## config.mk

```make
export PLATFORM = sky130hd
export DESIGN_NAME = flood_dedup_rebroadcast_filter_core
export DESIGN_NICKNAME = d
export VERILOG_FILES = /design/src/rtl/fdrf_pkg.sv /design/src/rtl/flood_dedup_rebroadcast_filter_core.sv /design/src/rtl/fdrf_ram.sv
export SDC_FILE = /design/constraint.sdc
export NUM_CORES = 1
export LEC_CHECK = 0
export BUFFER_PORTS_ARGS = -buffer_cell sky130_fd_sc_hd__clkbuf_2
export CORE_MARGIN = 2
export CORE_UTILIZATION = 40
export CTS_BUF_LIST = sky130_fd_sc_hd__clkbuf_4 sky130_fd_sc_hd__clkbuf_8
export CTS_CLUSTER_SIZE = 16
export DETAILED_ROUTE_END_ITERATION = 8
export SLEW_MARGIN = 20
export SYNTH_ARGS = -nofsm -noshare
export SYNTH_HDL_FRONTEND = slang
export SYNTH_SLANG_ARGS = --single-unit
```

## constraint.sdc

```tcl
create_clock -name clock -period 10.5 [get_ports clock]
set_clock_uncertainty 0.15 [all_clocks]
set_input_delay 0 -clock clock [delete_from_list [all_inputs] [get_ports clock]]
set_output_delay 0 -clock clock [all_outputs]
set_load 0.01 [all_outputs]
```

## src/rtl/fdrf_pkg.sv

```systemverilog
// Package for the flooding duplicate filter: item payload types, the cache
// entry layout, register codes and reset values. No dependencies.
package fdrf_pkg;

   // Saturation limit and width of a seen count.
   localparam int COUNT_MAX = 255;
   localparam int COUNT_W   = 8;

   // Configuration register map, one 32-bit word per register.
   localparam int CSR_ADDR_W = 3;
   localparam logic REG_COPIES_THRESHOLD = 1'b0;
   localparam logic REG_PAUSE_MS         = 1'b1;

   localparam logic [15:0] THRESHOLD_RESET = 16'd20;
   localparam logic [31:0] PAUSE_RESET     = 32'd1000;

   // Mode codes of an input item.
   localparam logic MODE_RECEIVED = 1'b0;
   localparam logic MODE_SENT     = 1'b1;

   typedef struct packed {
      logic        mode;
      logic [15:0] pkt_id;
      logic [31:0] now_ms;
   } req_payload_type;

   typedef struct packed {
      logic is_new;
      logic transmit;
      logic paused;
   } rsp_payload_type;

   // One slot of the recent id ring.
   typedef struct packed {
      logic [15:0]        pkt_id;
      logic [COUNT_W-1:0] count;
   } entry_type;

endpackage

```

## src/rtl/flood_dedup_rebroadcast_filter_core.sv

```systemverilog
// Top level of the flooding duplicate filter with congestion pause.
// Depends on fdrf_pkg and fdrf_ram.
//
//   Channel   Ports                               Direction  Moves
//   req       req_valid, req_stall, req_payload   in         one packet item
//   rsp       rsp_valid, rsp_stall, rsp_payload   out        one verdict item
//   csr       psel, penable, pwrite, paddr, ...   in/out     threshold, pause
//
// The cache ring sits in one RAM with a registered read port, so each slot costs
// a read state and a check state, followed by an update state and an output
// state.
// A received id that hits a slot ends the scan early.
// Reset clears the control state, the slot valid bits, the oldest pointer and
// the resume time; a slot never written reads as id zero with count zero.
// A new item is taken while an earlier verdict still waits on a stalled rsp
// channel; the verdict of the new item waits in the output cycle until the
// output register is free.
module flood_dedup_rebroadcast_filter_core
   import fdrf_pkg::*;
#(
   parameter int CACHE_DEPTH = 16
) (
   input  logic                  clock,
   input  logic                  reset,
   input  logic                  req_valid,
   output logic                  req_stall,
   input  req_payload_type       req_payload,
   output logic                  rsp_valid,
   input  logic                  rsp_stall,
   output rsp_payload_type       rsp_payload,
   input  logic                  psel,
   input  logic                  penable,
   input  logic                  pwrite,
   input  logic [CSR_ADDR_W-1:0] paddr,
   input  logic [31:0]           pwdata,
   output logic [31:0]           prdata,
   output logic                  pready
);

   localparam int IDX_W = $clog2(CACHE_DEPTH);
   localparam int SUM_W = $clog2(CACHE_DEPTH * COUNT_MAX + 1);
   localparam logic [IDX_W-1:0] LAST_IDX = IDX_W'(CACHE_DEPTH - 1);
   localparam logic [COUNT_W-1:0] COUNT_SAT = COUNT_W'(COUNT_MAX);

   typedef enum logic [4:0] {
      S_IDLE   = 5'b00001,
      S_READ   = 5'b00010,
      S_CHECK  = 5'b00100,
      S_UPDATE = 5'b01000,
      S_OUT    = 5'b10000
   } state_type;

   state_type state_ff, state_in;

   // Configuration registers.
   logic [15:0] threshold_ff, threshold_in;
   logic [31:0] pause_ff, pause_in;

   // Item being worked on.
   logic        mode_ff, mode_in;
   logic [15:0] id_ff, id_in;
   logic [31:0] now_ff, now_in;

   // Scan state.
   logic [IDX_W-1:0]   idx_ff, idx_in;
   logic [SUM_W-1:0]   sum_ff, sum_in;
   logic               hit_ff, hit_in;
   logic [COUNT_W-1:0] cnt_ff, cnt_in;
   logic               paused_ff, paused_in;

   // Persistent filter state.
   logic [CACHE_DEPTH-1:0] valid_ff, valid_in;
   logic [IDX_W-1:0]       oldest_ff, oldest_in;
   logic [31:0]            resume_ff, resume_in;

   // Output register.
   logic            rsp_valid_ff, rsp_valid_in;
   rsp_payload_type rsp_payload_ff, rsp_payload_in;

   // RAM ports.
   logic             ram_wr_en;
   logic [IDX_W-1:0] ram_wr_addr;
   entry_type        ram_wr_data;
   logic             ram_rd_en;
   entry_type        ram_rd_data;
   entry_type        entry;

   logic req_accept;
   logic csr_write;
   logic out_free;
   logic slot_match;

   fdrf_ram #(
      .WIDTH ($bits(entry_type)),
      .DEPTH (CACHE_DEPTH)
   ) u_ring (
      .clock   (clock),
      .wr_en   (ram_wr_en),
      .wr_addr (ram_wr_addr),
      .wr_data (ram_wr_data),
      .rd_en   (ram_rd_en),
      .rd_addr (idx_ff),
      .rd_data (ram_rd_data)
   );

   // A slot that has never been written holds id zero with a zero count.
   assign entry = valid_ff[idx_ff] ? ram_rd_data : '0;

   assign req_stall  = (state_ff != S_IDLE);
   assign req_accept = req_valid && !req_stall;
   assign out_free   = !rsp_valid_ff || !rsp_stall;
   assign slot_match = (mode_ff == MODE_RECEIVED) && (entry.pkt_id == id_ff);

   // Configuration port: every write completes in its access cycle.
   assign pready    = 1'b1;
   assign csr_write = psel && penable && pwrite;
   always_comb begin
      case (paddr[2])
         REG_COPIES_THRESHOLD: prdata = {16'd0, threshold_ff};
         REG_PAUSE_MS:         prdata = pause_ff;
         default:              prdata = '0;
      endcase
   end

   always_comb begin
      threshold_in = threshold_ff;
      pause_in     = pause_ff;
      if (csr_write) begin
         case (paddr[2])
            REG_COPIES_THRESHOLD: threshold_in = pwdata[15:0];
            REG_PAUSE_MS:         pause_in     = pwdata;
            default:              ;
         endcase
      end
   end

   // Sequencer. An adder accumulates the seen counts during the scan.
   always_comb begin
      state_in       = state_ff;
      mode_in        = mode_ff;
      id_in          = id_ff;
      now_in         = now_ff;
      idx_in         = idx_ff;
      sum_in         = sum_ff;
      hit_in         = hit_ff;
      cnt_in         = cnt_ff;
      paused_in      = paused_ff;
      valid_in       = valid_ff;
      oldest_in      = oldest_ff;
      resume_in      = resume_ff;
      rsp_valid_in   = rsp_valid_ff && rsp_stall;
      rsp_payload_in = rsp_payload_ff;
      ram_rd_en      = 1'b0;
      ram_wr_en      = 1'b0;
      ram_wr_addr    = oldest_ff;
      ram_wr_data    = '0;

      case (state_ff)
         S_IDLE: begin
            if (req_accept) begin
               mode_in  = req_payload.mode;
               id_in    = req_payload.pkt_id;
               now_in   = req_payload.now_ms;
               idx_in   = '0;
               sum_in   = '0;
               hit_in   = 1'b0;
               state_in = S_READ;
            end
         end
         S_READ: begin
            ram_rd_en = 1'b1;
            state_in  = S_CHECK;
         end
         S_CHECK: begin
            sum_in = sum_ff + SUM_W'(entry.count);
            cnt_in = entry.count;
            if (slot_match) begin
               // Lowest matching slot wins; idx stays on it for the update.
               hit_in   = 1'b1;
               state_in = S_UPDATE;
            end else if (idx_ff == LAST_IDX) begin
               state_in = S_UPDATE;
            end else begin
               idx_in   = idx_ff + 1'b1;
               state_in = S_READ;
            end
         end
         S_UPDATE: begin
            ram_wr_en = 1'b1;
            if (hit_ff) begin
               ram_wr_addr        = idx_ff;
               ram_wr_data.pkt_id = id_ff;
               ram_wr_data.count  = (cnt_ff == COUNT_SAT) ? cnt_ff : cnt_ff + 1'b1;
               valid_in[idx_ff]   = 1'b1;
               paused_in          = 1'b0;
            end else begin
               // Insert over the oldest slot; the pause decision uses the sum
               // of counts taken before the overwrite.
               paused_in = (16'(sum_ff) > threshold_ff);
               if (paused_in) begin
                  resume_in = now_ff + pause_ff;
               end
               ram_wr_addr         = oldest_ff;
               ram_wr_data.pkt_id  = id_ff;
               ram_wr_data.count   = '0;
               valid_in[oldest_ff] = 1'b1;
               oldest_in = (oldest_ff == LAST_IDX) ? '0 : oldest_ff + 1'b1;
            end
            state_in = S_OUT;
         end
         S_OUT: begin
            if (out_free) begin
               rsp_valid_in            = 1'b1;
               rsp_payload_in.is_new   = (mode_ff == MODE_RECEIVED) && !hit_ff;
               rsp_payload_in.transmit = (mode_ff == MODE_SENT) ||
                  (!hit_ff && ((resume_ff == '0) || (resume_ff < now_ff)));
               rsp_payload_in.paused   = paused_ff;
               state_in                = S_IDLE;
            end
         end
         default: begin
            state_in = S_IDLE;
         end
      endcase
   end

   always_ff @(posedge clock) begin
      if (reset) begin
         state_ff     <= S_IDLE;
         threshold_ff <= THRESHOLD_RESET;
         pause_ff     <= PAUSE_RESET;
         valid_ff     <= '0;
         oldest_ff    <= '0;
         resume_ff    <= '0;
         rsp_valid_ff <= 1'b0;
         hit_ff       <= 1'b0;
         paused_ff    <= 1'b0;
      end else begin
         state_ff     <= state_in;
         threshold_ff <= threshold_in;
         pause_ff     <= pause_in;
         valid_ff     <= valid_in;
         oldest_ff    <= oldest_in;
         resume_ff    <= resume_in;
         rsp_valid_ff <= rsp_valid_in;
         hit_ff       <= hit_in;
         paused_ff    <= paused_in;
      end
   end

   always_ff @(posedge clock) begin
      mode_ff        <= mode_in;
      id_ff          <= id_in;
      now_ff         <= now_in;
      idx_ff         <= idx_in;
      sum_ff         <= sum_in;
      cnt_ff         <= cnt_in;
      rsp_payload_ff <= rsp_payload_in;
   end

   assign rsp_valid   = rsp_valid_ff;
   assign rsp_payload = rsp_payload_ff;

   // An accepted item always starts its scan at the lowest slot.
   assert property (@(posedge clock) disable iff (reset)
      req_accept |=> (state_ff == S_READ) && (idx_ff == '0))
      else $error("scan did not start at slot zero");

   // A hit only bumps a count; the oldest pointer and resume time stay put.
   assert property (@(posedge clock) disable iff (reset)
      (state_ff == S_UPDATE) && hit_ff |=> $stable(oldest_ff) && $stable(resume_ff))
      else $error("hit disturbed the ring order or the resume time");

   // The output cycle hands its verdict over as soon as the register frees.
   assert property (@(posedge clock) disable iff (reset)
      (state_ff == S_OUT) && out_free |=> rsp_valid_ff && (state_ff == S_IDLE))
      else $error("verdict not delivered from the output cycle");

   // An old received packet is neither transmitted nor able to start a pause.
   assert property (@(posedge clock) disable iff (reset)
      rsp_valid_ff && !rsp_payload_ff.is_new && !rsp_payload_ff.transmit
         |-> !rsp_payload_ff.paused)
      else $error("duplicate verdict reports a pause");

endmodule

```

## src/rtl/fdrf_ram.sv

```systemverilog
// Generic single-write, single-read RAM with a registered read port.
// No dependencies.
module fdrf_ram #(
   parameter int WIDTH = 8,
   parameter int DEPTH = 16
) (
   input  logic                     clock,
   input  logic                     wr_en,
   input  logic [$clog2(DEPTH)-1:0] wr_addr,
   input  logic [WIDTH-1:0]         wr_data,
   input  logic                     rd_en,
   input  logic [$clog2(DEPTH)-1:0] rd_addr,
   output logic [WIDTH-1:0]         rd_data
);

   logic [WIDTH-1:0] mem_ff [DEPTH];
   logic [WIDTH-1:0] rd_data_ff;

   always_ff @(posedge clock) begin
      if (wr_en) begin
         mem_ff[wr_addr] <= wr_data;
      end
      if (rd_en) begin
         rd_data_ff <= mem_ff[rd_addr];
      end
   end

   assign rd_data = rd_data_ff;

endmodule
```

==> impl_metrics.env <==
export IMPL_outcome="complete, no violations"
export IMPL_fp_row_count=93
export IMPL_synth_most_common_cell="edfxtp_1"
export IMPL_synth_top_area_cell="edfxtp_1"
export IMPL_use_met2_pct=32.3
export IMPL_wl_per_cell_um=21.0
export IMPL_fin_nets=2340
export IMPL_rsz0062_at_grt="no"
export IMPL_die_w_um=258
export IMPL_power_mw=4.86
export IMPL_clock_fmax_mhz=208
export IMPL_hold_viol_final=0
export IMPL_met3_usage_pct=3.87
export IMPL_dp_slack_ns=5.59
export IMPL_clk_pin_slew_ns=0.07
export IMPL_power_frac_seq_pct=52.7
export IMPL_gp_congestion=0.832
export IMPL_slew_violations=0
export IMPL_cts_tree="done"
export IMPL_setup_worst_path_end_class="flop"
export IMPL_syn_instance_count=1792
export IMPL_synth_top_area_share_pct=56.2
export IMPL_async_flop_share_pct=0
export IMPL_synthFlopType="edfxtp_1"
export IMPL_critical_path_max_fanout=107
export IMPL_worstPathArrival_ns=5.09
export IMPL_synth_edf_count=484
export IMPL_power_leakage_nw=11.4
export IMPL_netlist_area_sq_um=25900
export IMPL_die_h_um=258
export IMPL_required_ns=10.77
export IMPL_avgSynthCellArea_sq_um=14.4
export IMPL_period_share_pct=45.9
export IMPL_cp_cell_sequence="buf_12, mux4_2, mux2i_1, mux2i_2, buf_4, and2_1, ha_1, fa_1, a21o_1, a21oi_1, o21bai_1, a21oi_1, o21bai_1, a21oi_1, xor2_1, nor2_1"
export IMPL_first_iter_violations=1273
export IMPL_drive_gt1_share_pct=21.5
export IMPL_drc=0
export IMPL_slew_headroom_pct=30.7
export IMPL_antenna_found_initial=3
export IMPL_pin_count=129
export IMPL_drtAntennaViolNets=0
export IMPL_cts_setup_buffers=0
export IMPL_clock_latency_ns=0.72
export IMPL_cp_top_family="compound AO/OA/AOI/OAI gates"
export IMPL_min_period_ns=4.82
export IMPL_worstHoldPathType="in -> reg"
export IMPL_vias_per_cell=5.40
export IMPL_port_buffers=125
export IMPL_fill_cells=5510
export IMPL_path_class="reg -> reg"
export IMPL_start_util_pct=40.3
export IMPL_setup_violations=0
export IMPL_core_area_sq_um=64200
export IMPL_sw_frac_of_total_pct=22.6
export IMPL_yosys_warnings=0
export IMPL_dp_hpwl_um=36800
export IMPL_p_int_mw=3.76
export IMPL_grt_max_degree=108
export IMPL_p_clk_share_pct=41.0
export IMPL_ys_seq_area_share_pct=64.5
export IMPL_htreeDepth=3
export IMPL_power_switching_mw=1.10
export IMPL_synthTopCellsByArea="edfxtp_1 56%, mux4_2 11%, dfxtp_1 8.4%, ha_1 4.4%, nand2_1 3.0%"
export IMPL_critPathBufInv=2
export IMPL_pwr_share_comb_pct=6.3
export IMPL_overflow=0
export IMPL_cts_path_max_buffers=3
export IMPL_grt_pass1_wl_um=99000
export IMPL_cts_buffers=96
export IMPL_p_per_area_nw_per_um2=155
export IMPL_ir_drop_mv=0.119
export IMPL_yosysUniqueCellTypes=68
export IMPL_critPathSlowestCell="mux4_2"
export IMPL_mappedNetlistNets=1976
export IMPL_first_global_vias=17031
export IMPL_max_cap_violations=0
export IMPL_slowest_delay_ns=0.61
export IMPL_grt_usage_pct=19.6
export IMPL_dr_pass1_iters=5
export IMPL_timing_final_ws_setup_ns=5.68
export IMPL_busiest_layer="met2"
export IMPL_ys_seq_elements=592
export IMPL_cpMostUsedCell="a21oi_1"
export IMPL_synthTopCellsByCount="484 x edfxtp_1, 206 x nand2_1, 130 x a21oi_1"
export IMPL_area_growth_pct=21.2
export IMPL_startpoint_type="flop"
export IMPL_wl_um=65000
export IMPL_setup_tns_ns=0
export IMPL_cts_sinks=592
export IMPL_cts_root_buffer="clkbuf_8"
export IMPL_vias=16695
export IMPL_tightestPinTransition_ns=1.04
export IMPL_die_area_sq_um=66800
export IMPL_grtUsageMet1_pct=25.7
-- state kept, by name, indices dropped and copies added, names as in the netlist --
name	flops
cnt_ff	8
oldest_ff	4
state_ff	5
resume_ff	32
sum_ff	12
rsp_valid	1
paused_ff	1
mode_ff	1
u_ring.mem_ff	384
hit_ff	1
now_ff	32
u_ring.rd_data	24
rsp_payload	3
id_ff	16
pause_ff	32
valid_ff	16
threshold_ff	16
idx_ff	4
-- routing by layer --
metal / vias to the layer above / part of all wire (%)
li1: 7591 / -
met1: 8404 / 42
met2: 563 / 48
met3: 135 / 6.7
met4: 2 / 3.1
met5: - / 0.014
-- worst register-to-register path, cell delays in order (launching register included) --
cell and delay (ns):
edfxtp_1 0.37, buf_12 0.58, mux4_2 0.73, mux2i_1 0.27
mux2i_2 0.11, buf_4 0.26, and2_1 0.22, ha_1 0.21
fa_1 0.40, a21o_1 0.18, a21oi_1 0.21, o21bai_1 0.08
a21oi_1 0.23, o21bai_1 0.09, a21oi_1 0.25, xor2_1 0.17
nor2_1 0.05
-- cell type report --
type,instances,area [sq um],area share (%)
antenna,2,5.00,0.0159
multi-input combinational,1052,8680,27.7
inverter,72,270,0.861
tap,855,1070,3.41
clock inverter,33,245,0.781
clock buffer,141,1670,5.33
sequential,592,16700,53.2
timing repair buffer,342,2740,8.74
-- layout by cell type, fill, tap and decap left out, drive strengths merged, types with 4 or more instances in the layout --
cell           n
a211o          4
a211oi         8
a21boi         4
a21o          28
a21oi        130
a22oi          5
a31oi         17
and2          46
and3           4
buf           37
clkbuf       265
clkinv        27
dfxtp        108
dlygate4sd3  181
edfxtp       484
ha            91
inv           74
mux2           5
mux2i         10
mux4         124
nand2        206
nand2b        16
nand3         26
nand3b        13
nand4         18
nor2          86
nor2b         11
nor3          18
nor4          12
o211ai         4
o21a          12
o21ai         42
o21bai        10
o22ai         20
or2            4
or4            4
xnor2         23
xor2          17
-- cells by family after synthesis --
group           count (synthesis)  share of synthesized area [%]
buf+inv                       148                           2.26
flops                         592                           64.5
other cells                     1                         0.0145
xor+xnor                       40                           1.35
mux                           139                           11.4
simple gates                  476                           8.73
compound gates                303                           7.20
fa+ha+maj                      93                           4.55
-- stage by stage --
step,hold slack (ns),cell area [sq um],std cells,util (%)
global placement,0.0295,27600,2731,43.0
global route,0.113,31400,3089,48.9
floorplan,-0.0511,25900,1792,-
CTS,0.0478,31300,3086,48.8
finish,0.133,31400,3089,48.9
detailed placement,0.0286,27600,2731,43.0
-- worst paths after layout --
path | from | end | slack, ns | cells after the start
worst max-delay path | idx_ff[0]$_SDFFCE_PN0P_ | sum_ff[8]$_SDFFCE_PN0P_ | 5.68 | 16
worst min register to register | paused_ff$_SDFFE_PP0P_ | rsp_payload[0]$_DFFE_PP_ | 0.29 | 0
worst min-delay path | pwrite | threshold_ff[15]$_SDFFE_PP0P_ | 0.13 | 5
worst max register to register | idx_ff[0]$_SDFFCE_PN0P_ | sum_ff[8]$_SDFFCE_PN0P_ | 5.68 | 16
-- power groups by stage --
stage                     sequential (mW)  combinational, mW  clock [mW]
after floorplan                      2.60              0.178           0
after global placement               2.61              0.248           0
after detailed placement             2.61              0.252           0
after CTS                            2.56              0.304        2.04
after global routing                 2.56              0.335        2.15
final                                2.56              0.306        1.99
-- timing repair --
item                      4_1_cts  5_1_grt
resized for setup               0        0
hold buffers                  181        0
hold endpoints to repair      183        0
Power figures use the tool's default switching activity.
